### config.mk
export PLATFORM = sky130hd
export DESIGN_NAME = compass_heading_direction_core
export DESIGN_NICKNAME = d
export VERILOG_FILES = /design/src/sv/chd_pkg.sv /design/src/sv/compass_heading_direction_core.sv /design/src/sv/chd_div.sv
export SDC_FILE = /design/constraint.sdc
export NUM_CORES = 2
export LEC_CHECK = 0
export CORE_MARGIN = 2
export CORE_UTILIZATION = 34
export CTS_CLUSTER_SIZE = 20
export DETAILED_ROUTE_END_ITERATION = 12
export DONT_BUFFER_PORTS = 1
export GPL_TIMING_DRIVEN = 0
export PLACE_DENSITY = 0.5
export SYNTH_ARGS = -nofsm -noshare
export SYNTH_HDL_FRONTEND = slang
export SYNTH_SLANG_ARGS = --single-unit
### constraint.sdc
create_clock -name clk_i -period 8.3 [get_ports clk_i]
set_input_delay 0.83 -clock clk_i [delete_from_list [all_inputs] [get_ports clk_i]]
set_output_delay 0.83 -clock clk_i [all_outputs]
set_load 0.1 [all_outputs]
### src/sv/chd_pkg.sv
// ----------------------------------------------------------------------------
// chd_pkg - compass heading direction package
// Shared widths, codes, angle constants and the tangent table.
// ----------------------------------------------------------------------------
package chd_pkg;

  localparam int ANGLE_STEPS = 90;
  localparam int IDX_W       = $clog2(ANGLE_STEPS + 1);
  localparam int TAN_W       = 17;
  localparam int DIV_W       = 32;
  localparam int DVS_W       = 16;
  localparam int STEP_W      = $clog2(DIV_W + 1);
  localparam int RATIO_W     = 25;
  localparam int CFG_IDX_W   = 2;
  localparam int CFG_W       = 16;
  localparam int ANG_W       = 9;

  localparam logic [CFG_IDX_W-1:0] REG_OFFSET_X = 2'd0;
  localparam logic [CFG_IDX_W-1:0] REG_OFFSET_Y = 2'd1;
  localparam logic [CFG_IDX_W-1:0] REG_RANGE_X  = 2'd2;
  localparam logic [CFG_IDX_W-1:0] REG_RANGE_Y  = 2'd3;

  localparam logic signed [15:0] OFFSET_X_RST = -16'sd41;
  localparam logic signed [15:0] OFFSET_Y_RST = 16'sd360;
  localparam logic [14:0]        RANGE_X_RST  = 15'd1413;
  localparam logic [14:0]        RANGE_Y_RST  = 15'd1594;

  localparam logic [ANG_W-1:0] DEG_0   = 9'd0;
  localparam logic [ANG_W-1:0] DEG_45  = 9'd45;
  localparam logic [ANG_W-1:0] DEG_90  = 9'd90;
  localparam logic [ANG_W-1:0] DEG_135 = 9'd135;
  localparam logic [ANG_W-1:0] DEG_180 = 9'd180;
  localparam logic [ANG_W-1:0] DEG_225 = 9'd225;
  localparam logic [ANG_W-1:0] DEG_270 = 9'd270;
  localparam logic [ANG_W-1:0] DEG_315 = 9'd315;
  localparam logic [ANG_W-1:0] DEG_360 = 9'd360;

  localparam logic [9:0] RATIO_SCALE = 10'd1000;

  localparam logic [STEP_W-1:0] DIV1_STEPS = STEP_W'(DIV_W);
  localparam logic [STEP_W-1:0] DIV2_STEPS = STEP_W'(RATIO_W);

  typedef enum logic [1:0] {
    DIR_FRONT = 2'd0,
    DIR_LEFT  = 2'd1,
    DIR_RIGHT = 2'd2,
    DIR_OTHER = 2'd3
  } dir_e;

  typedef struct packed {
    logic              start;
    logic [DIV_W-1:0]  dividend;
    logic [DVS_W-1:0]  divisor;
    logic [STEP_W-1:0] steps;
  } div_req_t;

  typedef struct packed {
    logic             busy;
    logic             done;
    logic [DIV_W-1:0] quotient;
  } div_rsp_t;

  // entry i = round(1000 * tan(i + 0.5 deg))
  localparam logic [TAN_W-1:0] TAN_TABLE [ANGLE_STEPS] = '{
    17'd9,     17'd26,    17'd44,    17'd61,    17'd79,
    17'd96,    17'd114,   17'd132,   17'd149,   17'd167,
    17'd185,   17'd203,   17'd222,   17'd240,   17'd259,
    17'd277,   17'd296,   17'd315,   17'd335,   17'd354,
    17'd374,   17'd394,   17'd414,   17'd435,   17'd456,
    17'd477,   17'd499,   17'd521,   17'd543,   17'd566,
    17'd589,   17'd613,   17'd637,   17'd662,   17'd687,
    17'd713,   17'd740,   17'd767,   17'd795,   17'd824,
    17'd854,   17'd885,   17'd916,   17'd949,   17'd983,
    17'd1018,  17'd1054,  17'd1091,  17'd1130,  17'd1171,
    17'd1213,  17'd1257,  17'd1303,  17'd1351,  17'd1402,
    17'd1455,  17'd1511,  17'd1570,  17'd1632,  17'd1698,
    17'd1768,  17'd1842,  17'd1921,  17'd2006,  17'd2097,
    17'd2194,  17'd2300,  17'd2414,  17'd2539,  17'd2675,
    17'd2824,  17'd2989,  17'd3172,  17'd3376,  17'd3606,
    17'd3867,  17'd4165,  17'd4511,  17'd4915,  17'd5396,
    17'd5976,  17'd6691,  17'd7596,  17'd8777,  17'd10385,
    17'd12706, 17'd16350, 17'd22904, 17'd38188, 17'd114589
  };

endpackage

### src/sv/compass_heading_direction_core.sv
// ----------------------------------------------------------------------------
// compass_heading_direction_core - magnetometer heading and relative direction
// Hard-iron correction, y scaling, arctangent lookup and reference tracking.
// ----------------------------------------------------------------------------
// An item carries raw x and y readings with a command and a data-ready flag
// and yields one result. An item without data-ready goes straight to the
// finish state; a valid item with zero corrected x uses the shared serial
// divider only for the y scaling, which runs 32 one-bit steps; any other
// valid item also runs 25 for the tangent ratio, followed by a binary search
// of the tangent table of at most seven steps. The input is not ready while
// an item is in work; a finished result waits in the output register without
// blocking the next item from being accepted, and an item that finishes while
// that register is still full holds until it drains.
module compass_heading_direction_core (
  input  logic                              clk_i,
  input  logic                              rst_ni,
  input  logic                              cfg_we_i,
  input  logic [chd_pkg::CFG_IDX_W-1:0]     cfg_idx_i,
  input  logic [chd_pkg::CFG_W-1:0]         cfg_wdata_i,
  input  logic                              s_axis_tvalid_i,
  output logic                              s_axis_tready_o,
  input  logic [31:0]                       s_axis_tdata_i,   // raw_x, raw_y
  input  logic [1:0]                        s_axis_tuser_i,   // command, data_ready
  output logic                              m_axis_tvalid_o,
  input  logic                              m_axis_tready_i,
  output logic [23:0]                       m_axis_tdata_o,   // heading, relative_angle,
                                                              // direction
  output logic                              m_axis_tuser_o    // sample_valid
);
  import chd_pkg::*;

  typedef enum logic [3:0] {
    ST_IDLE, ST_MUL, ST_ABS, ST_DIV1, ST_PREP, ST_DIV2, ST_SRCH, ST_HEAD, ST_FIN
  } state_e;

  state_e state_q;

  logic signed [15:0] ox_q, oy_q;
  logic [14:0]        rgx_q, rgy_q;

  logic               cmd_q, rdy_q, neg_q;
  logic signed [15:0] xc_q, yc_q;
  logic signed [16:0] dy_q;
  logic signed [32:0] prod_q;
  logic [RATIO_W-1:0] ratio_q;
  logic [IDX_W-1:0]   lo_q, hi_q;
  logic [ANG_W-1:0]   head_q, ref_q;
  logic               m_valid_q, m_user_q;
  logic [23:0]        m_data_q;

  logic signed [15:0] raw_x_c, raw_y_c, xc_c, yc_c;
  logic signed [16:0] dy_c;
  logic signed [32:0] prod_c, mag_c;
  logic [DVS_W-1:0]   ax_c, ay_c, rgy_div_c;
  logic [RATIO_W-1:0] ay1000_c;
  logic [IDX_W-1:0]   mid_c;
  logic [ANG_W-1:0]   head_c, rel_c;
  logic [9:0]         sum_c;
  dir_e               dir_c;
  logic               xp_c, yp_c, yn_c;

  div_req_t div_req;
  div_rsp_t div_rsp;

  chd_div u_div (
    .clk_i  (clk_i),
    .rst_ni (rst_ni),
    .req_i  (div_req),
    .rsp_o  (div_rsp)
  );

  always_ff @(posedge clk_i or negedge rst_ni) begin
    if (!rst_ni) begin
      ox_q  <= OFFSET_X_RST;
      oy_q  <= OFFSET_Y_RST;
      rgx_q <= RANGE_X_RST;
      rgy_q <= RANGE_Y_RST;
    end else if (cfg_we_i) begin
      case (cfg_idx_i)
        REG_OFFSET_X: ox_q  <= signed'(cfg_wdata_i);
        REG_OFFSET_Y: oy_q  <= signed'(cfg_wdata_i);
        REG_RANGE_X:  rgx_q <= cfg_wdata_i[14:0];
        REG_RANGE_Y:  rgy_q <= cfg_wdata_i[14:0];
        default: ;
      endcase
    end
  end

  always_comb begin
    raw_x_c   = signed'(s_axis_tdata_i[15:0]);
    raw_y_c   = signed'(s_axis_tdata_i[31:16]);
    xc_c      = raw_x_c - ox_q;
    dy_c      = 17'(raw_y_c) - 17'(oy_q);
    prod_c    = 33'(dy_q) * 33'(signed'({1'b0, rgx_q}));
    mag_c     = prod_q[32] ? -prod_q : prod_q;
    yc_c      = neg_q ? 16'(-div_rsp.quotient[15:0]) : div_rsp.quotient[15:0];
    ax_c      = xc_q[15] ? 16'(-xc_q) : 16'(xc_q);
    ay_c      = yc_q[15] ? 16'(-yc_q) : 16'(yc_q);
    ay1000_c  = RATIO_W'(ay_c) * RATIO_W'(RATIO_SCALE);
    rgy_div_c = (rgy_q == '0) ? DVS_W'(1) : DVS_W'(rgy_q);
    mid_c     = IDX_W'(((IDX_W+1)'(lo_q) + (IDX_W+1)'(hi_q)) >> 1);

    xp_c = !xc_q[15];
    yp_c = !yc_q[15] && (yc_q != '0);
    yn_c = yc_q[15];
    if (lo_q == IDX_W'(ANGLE_STEPS)) begin
      if (xp_c && yp_c)       head_c = DEG_90;
      else if (xp_c && yn_c)  head_c = DEG_270;
      else if (!xp_c && yn_c) head_c = DEG_270;
      else                    head_c = DEG_90;
    end else begin
      if (xp_c && yp_c)       head_c = DEG_180 - ANG_W'(lo_q);
      else if (xp_c && yn_c)  head_c = DEG_180 + ANG_W'(lo_q);
      else if (!xp_c && yn_c) head_c = DEG_360 - ANG_W'(lo_q);
      else                    head_c = ANG_W'(lo_q);
    end

    sum_c = 10'(head_q) + 10'(DEG_360) - 10'(ref_q);
    if (sum_c >= 10'(DEG_360) + 10'(DEG_360)) begin
      rel_c = ANG_W'(sum_c - 10'(DEG_360) - 10'(DEG_360));
    end else if (sum_c >= 10'(DEG_360)) begin
      rel_c = ANG_W'(sum_c - 10'(DEG_360));
    end else begin
      rel_c = ANG_W'(sum_c);
    end
    if (rel_c >= DEG_315 || rel_c < DEG_45) dir_c = DIR_FRONT;
    else if (rel_c < DEG_135)              dir_c = DIR_LEFT;
    else if (rel_c >= DEG_225)             dir_c = DIR_RIGHT;
    else                                   dir_c = DIR_OTHER;

    div_req.start    = (state_q == ST_ABS) || ((state_q == ST_PREP) && (xc_q != '0));
    div_req.dividend = (state_q == ST_ABS) ? mag_c[DIV_W-1:0]
                                           : DIV_W'(ay1000_c) << (DIV_W - RATIO_W);
    div_req.divisor  = (state_q == ST_ABS) ? rgy_div_c : ax_c;
    div_req.steps    = (state_q == ST_ABS) ? DIV1_STEPS : DIV2_STEPS;
  end

  always_ff @(posedge clk_i or negedge rst_ni) begin
    if (!rst_ni) begin
      state_q   <= ST_IDLE;
      cmd_q     <= 1'b0;
      rdy_q     <= 1'b0;
      neg_q     <= 1'b0;
      xc_q      <= '0;
      yc_q      <= '0;
      dy_q      <= '0;
      prod_q    <= '0;
      ratio_q   <= '0;
      lo_q      <= '0;
      hi_q      <= '0;
      head_q    <= '0;
      ref_q     <= '0;
      m_valid_q <= 1'b0;
      m_user_q  <= 1'b0;
      m_data_q  <= '0;
    end else begin
      if (m_axis_tready_i && (state_q != ST_FIN)) begin
        m_valid_q <= 1'b0;
      end
      case (state_q)
        ST_IDLE: begin
          if (s_axis_tvalid_i) begin
            cmd_q   <= s_axis_tuser_i[0];
            rdy_q   <= s_axis_tuser_i[1];
            xc_q    <= xc_c;
            dy_q    <= dy_c;
            head_q  <= DEG_0;
            state_q <= s_axis_tuser_i[1] ? ST_MUL : ST_FIN;
          end
        end
        ST_MUL: begin
          prod_q  <= prod_c;
          state_q <= ST_ABS;
        end
        ST_ABS: begin
          neg_q   <= prod_q[32];
          state_q <= ST_DIV1;
        end
        ST_DIV1: begin
          if (div_rsp.done) begin
            yc_q    <= yc_c;
            state_q <= ST_PREP;
          end
        end
        ST_PREP: begin
          if (xc_q == '0) begin
            if (yc_q[15])         head_q <= DEG_270;
            else if (yc_q != '0)  head_q <= DEG_90;
            else                  head_q <= DEG_0;
            state_q <= ST_FIN;
          end else begin
            state_q <= ST_DIV2;
          end
        end
        ST_DIV2: begin
          if (div_rsp.done) begin
            ratio_q <= div_rsp.quotient[RATIO_W-1:0];
            lo_q    <= '0;
            hi_q    <= IDX_W'(ANGLE_STEPS);
            state_q <= ST_SRCH;
          end
        end
        ST_SRCH: begin
          if (lo_q < hi_q) begin
            if (RATIO_W'(TAN_TABLE[mid_c]) >= ratio_q) hi_q <= mid_c;
            else                                        lo_q <= mid_c + 1'b1;
          end else begin
            state_q <= ST_HEAD;
          end
        end
        ST_HEAD: begin
          head_q  <= head_c;
          state_q <= ST_FIN;
        end
        ST_FIN: begin
          if (!m_valid_q || m_axis_tready_i) begin
            m_valid_q <= 1'b1;
            m_user_q  <= rdy_q;
            if (!rdy_q) begin
              m_data_q <= '0;
            end else if (cmd_q) begin
              m_data_q <= {4'b0, DIR_FRONT, DEG_0, head_q};
              ref_q    <= head_q;
            end else begin
              m_data_q <= {4'b0, dir_c, rel_c, head_q};
            end
            state_q <= ST_IDLE;
          end
        end
        default: state_q <= ST_IDLE;
      endcase
    end
  end

  assign s_axis_tready_o = (state_q == ST_IDLE);
  assign m_axis_tvalid_o = m_valid_q;
  assign m_axis_tdata_o  = m_data_q;
  assign m_axis_tuser_o  = m_user_q;

  a_busy_after_accept: assert property (@(posedge clk_i) disable iff (!rst_ni)
    s_axis_tvalid_i && s_axis_tready_o |=> !s_axis_tready_o)
    else $error("input ready right after taking an item");

  a_div_no_restart: assert property (@(posedge clk_i) disable iff (!rst_ni)
    div_req.start |-> !div_rsp.busy)
    else $error("divider started while busy");

  a_invalid_zero: assert property (@(posedge clk_i) disable iff (!rst_ni)
    m_axis_tvalid_o && !m_axis_tuser_o |-> m_axis_tdata_o == '0)
    else $error("invalid sample with nonzero result");

  a_angle_range: assert property (@(posedge clk_i) disable iff (!rst_ni)
    m_axis_tvalid_o |-> m_axis_tdata_o[8:0] <= DEG_360 && m_axis_tdata_o[17:9] < DEG_360)
    else $error("angle out of range");

  a_ref_range: assert property (@(posedge clk_i) disable iff (!rst_ni)
    ref_q <= DEG_360)
    else $error("reference heading out of range");

endmodule

### src/sv/chd_div.sv
// ----------------------------------------------------------------------------
// chd_div - serial unsigned divider
// Restoring division, one quotient bit per cycle over a programmable count.
// ----------------------------------------------------------------------------
module chd_div (
  input  logic              clk_i,
  input  logic              rst_ni,
  input  chd_pkg::div_req_t req_i,
  output chd_pkg::div_rsp_t rsp_o
);
  import chd_pkg::*;

  logic              busy_q, done_q;
  logic [STEP_W-1:0] cnt_q;
  logic [DVS_W-1:0]  rem_q, dvs_q, rem_d;
  logic [DIV_W-1:0]  quo_q;
  logic [DVS_W:0]    trial;
  logic              fits;

  always_comb begin
    trial = {rem_q, quo_q[DIV_W-1]};
    fits  = trial >= {1'b0, dvs_q};
    rem_d = fits ? DVS_W'(trial - {1'b0, dvs_q}) : trial[DVS_W-1:0];
  end

  always_ff @(posedge clk_i or negedge rst_ni) begin
    if (!rst_ni) begin
      busy_q <= 1'b0;
      done_q <= 1'b0;
      cnt_q  <= '0;
      rem_q  <= '0;
      dvs_q  <= '0;
      quo_q  <= '0;
    end else begin
      done_q <= busy_q && (cnt_q == STEP_W'(1));
      if (req_i.start && !busy_q) begin
        busy_q <= 1'b1;
        cnt_q  <= req_i.steps;
        rem_q  <= '0;
        dvs_q  <= req_i.divisor;
        quo_q  <= req_i.dividend;
      end else if (busy_q) begin
        rem_q <= rem_d;
        quo_q <= {quo_q[DIV_W-2:0], fits};
        cnt_q <= cnt_q - 1'b1;
        if (cnt_q == STEP_W'(1)) begin
          busy_q <= 1'b0;
        end
      end
    end
  end

  assign rsp_o.busy     = busy_q;
  assign rsp_o.done     = done_q;
  assign rsp_o.quotient = quo_q;

endmodule
==> impl_metrics.ini <==
[setup_path]
startpoint_types = flop
critPathCaptureType = flop
crit_chain = inv_1 -> fa_1 -> xor2_1 -> clkinv_1 -> ha_1 -> clkbuf_1 -> inv_1 -> ha_1 -> o21ai_0 -> nor2_1 -> o311a_1 -> a31oi_1 -> ha_1 -> nor2b_1 -> o21a_1 -> o21a_1 -> o21a_1 -> o21ai_0 -> nand3_1 -> a31oi_1 -> a31oi_1 -> a311oi_2 -> mux2_2
worst_reg_to_reg_cells = 23
worst-endpoint-required_ns = 8.77
setup.worst_path.class = flop to flop
reg2reg_from = lo_q[1]
worst-r2r-setup-slack_ns = 0.50
cp_data_arrival_time_ns = 8.26
largest_stage_delay_worst_path_ns = 1.06
critical_path.slowest_cell = xor2_1
worst_r2r_endpoint = lo_q[6]
worst-path-max-fanout = 13

[cts]
clock-root-buffer = clkbuf_16
path_clk_slew_ns = 0.06
tritoncts = done
cts-root-to-sink-buffers = 3
number_of_clock_sinks_seen_by_cts = 302
clock_latency_ns = 0.59
cts_buffer_count = 39
ctsHtreeMaxLevel = 2
post-cts-setup-buffer-count = 0

[place]
io_buffers = 0
place_hpwl_um = 76900
place.gp.congestion = 0.920
preCtsSetupSlack_ns = 0.568

[finish]
multi_input_area_um2 = 22200
finish.net_count = 4387
antennaDiodeCount = 0
syn2layout_area_growth_pct = 9.11
area.sequential_um2 = 7590
n_fill_cell = 9860
drive_gt1_frac = 0.0614

[synthesis]
ys.flop_type = dfrtp_1
synth_enable_flop_cells = 0
yosys.area.top_type = dfrtp_1
synth.yosys.warnings = 0
ys_types = 94
yosys.area.top_type_share = 0.210
synth_cells = 3716
register_area_share_after_synthesis = 0.233
synth_area_per_cell_um2 = 8.75
postSynth.asyncResetShare = 1.00
syn_area_um2 = 32500
synth_area_leaders = dfrtp_1 (21%), fa_1 (19%), ha_1 (9.8%), inv_1 (6.5%), nand2_1 (5.6%)
synth.cells.most_frequent = inv_1 (566), nand2_1 (483), fa_1 (312)
postSynthRegisterBits = 302
post-synth-top-count-cell = inv_1

[detailed_routing]
1st_pass_router_iterations = 5
vias = 25900
route.detailed.wl_per_inst_um = 19.4
avgViaCountPerCell = 5.12
totalWireLength_um = 98300
first_iter_violations = 1868
antenna_violating_nets_post_route = 0
detail_route.drc_violations = 0

[global_routing]
grt.total_usage = 0.201
grt_pass1_wl_um = 155000
first_global_vias = 26400
grt_start_max_net_pins = 201
grt_antenna_before_repair = 2
globalRoute.totalOverflow = 0

[sta]
setup_tns_ns = 0
max_slew.worst_pin.slew_ns = 1.36
min_period_ns = 7.80
maxSlewHeadroom = 0.0885
grt_setup_unrepaired = no
final_max_slew_viol_count = 0
hold_slack_ns = 0.159
final_hold_vios = 0
worst_clock_skew_ns = 0.0308
setup-violations-final = 0
period_share = 0.939
fin_ws_ns = 0.504
highest_clock_rate_mhz = 128

[die]
core_um2 = 94900
floorplan.initialDensity = 0.343
dieArea_um2 = 98100
io_pins = 84
fp-row-count = 113
die-width_um = 313
floorplan.die.height_um = 313

[flow_run]
timing.max_cap.violations = 0

[status]
run_status = finished, final reports clean

[hold_path]
min_path_type = primary input to asynchronous set/reset pin
worst max path at each step:
stage | from | end | slack [ns] | depth (start not counted)
5_1_grt | lo_q[1] | lo_q[6] | 0.13 | 23
4_1_cts | lo_q[1] | lo_q[6] | 0.53 | 23
3_5_place_dp | lo_q[1] | lo_q[6] | 0.57 | 23
3_3_place_gp | lo_q[1] | lo_q[4] | 0.49 | 23
2_1_floorplan | rgx_q[8] | prod_q[32] | 1.87 | 23
6_report | lo_q[1] | lo_q[6] | 0.50 | 23
sequential cells by signal (all words and copies together) (netlist names), 4 cells and up:
signal          flops
rgy_q              15
prod_q             33
head_q              9
u_div.dvs_q        16
oy_q               16
ref_q               9
rgx_q              15
dy_q               17
hi_q                7
u_div.quo_q        32
ox_q               16
u_div.rem_q        16
xc_q               16
lo_q                7
state_q             4
m_axis_tdata_o     20
u_div.cnt_q         6
ratio_q            25
yc_q               16
critical path, delay by kind of cell (launching register included):
| family | cells | cell delay, ns |
|---|---|---|
| compound gates | 10 | 2.36 |
| xor+xnor | 1 | 1.06 |
| fa+ha+maj | 4 | 1.54 |
| buf+inv | 4 | 1.48 |
| flops | 1 | 0.44 |
| mux | 1 | 0.41 |
| simple gates | 3 | 0.37 |
per-stage QoR:
step / util / instances / cell area (um2)
final: 0.374 / 5057 / 35500
after global routing: 0.374 / 5057 / 35500
after CTS: 0.374 / 5057 / 35500
after detailed placement: 0.360 / 4984 / 34100
after global placement: 0.360 / 4984 / 34100
after floorplan: - / 3719 / 32500
routing by layer:
metal | wire length, um | GRT usage | vias up | share of wire
li1 | - | - | 12400 | -
met1 | 46400 | 0.282 | 12700 | 0.47
met2 | 45100 | 0.327 | 617 | 0.46
met3 | 4400 | 0.0257 | 146 | 0.045
met4 | 2350 | 0.0517 | 0 | 0.024
met5 | 0 | 0 | - | 0
cell type report:
cell class                 instances  area share
multi-input combinational       2685       0.624
inverter                         567      0.0600
timing repair buffer               2     0.00155
sequential                       302       0.214
tap                             1265      0.0446
clock buffer                      51      0.0302
clock inverter                    20     0.00673
buffer                           165      0.0185
cell usage in the layout (no fill, tap or decap), types with 13 or more instances in the layout:
| cell | count |
|---|---|
| or2_2 | 14 |
| xnor2_1 | 92 |
| xor2_1 | 93 |
| nor2_1 | 171 |
| o21a_1 | 17 |
| nor2b_1 | 23 |
| mux2i_1 | 28 |
| clkbuf_16 | 39 |
| o21ai_1 | 20 |
| a31oi_1 | 29 |
| a22o_1 | 15 |
| ha_1 | 256 |
| a21oi_1 | 141 |
| fa_1 | 312 |
| o211ai_1 | 33 |
| nor3_1 | 54 |
| a211oi_1 | 33 |
| a21o_1 | 48 |
| dfstp_2 | 29 |
| o41ai_1 | 15 |
| nand2b_1 | 20 |
| inv_1 | 566 |
| mux2_2 | 89 |
| and2_1 | 131 |
| o21ai_0 | 242 |
| or3_1 | 18 |
| clkbuf_1 | 151 |
| dfrtp_1 | 273 |
| nand3_1 | 53 |
| o311ai_0 | 13 |
| o31ai_1 | 39 |
| nand2_1 | 483 |
cell families after synthesis:
logic type                 share of synthesized area
adders and majority gates                      0.291
muxes                                         0.0394
other                                       0.000115
AOI/OAI and AO/OA                              0.150
DFF                                            0.233
and+or+nand+nor                                0.151
xor gates and xnor gates                      0.0498
buffers and inverters                         0.0856
timing repair:
item	4_1_cts	5_1_grt
hold buffers	2	0
endpoints found under the hold margin	200	0
resized for setup	0	0
Power is not shown: default switching activity piles up to over one toggle a cycle in this logic, so the estimate is an artifact.
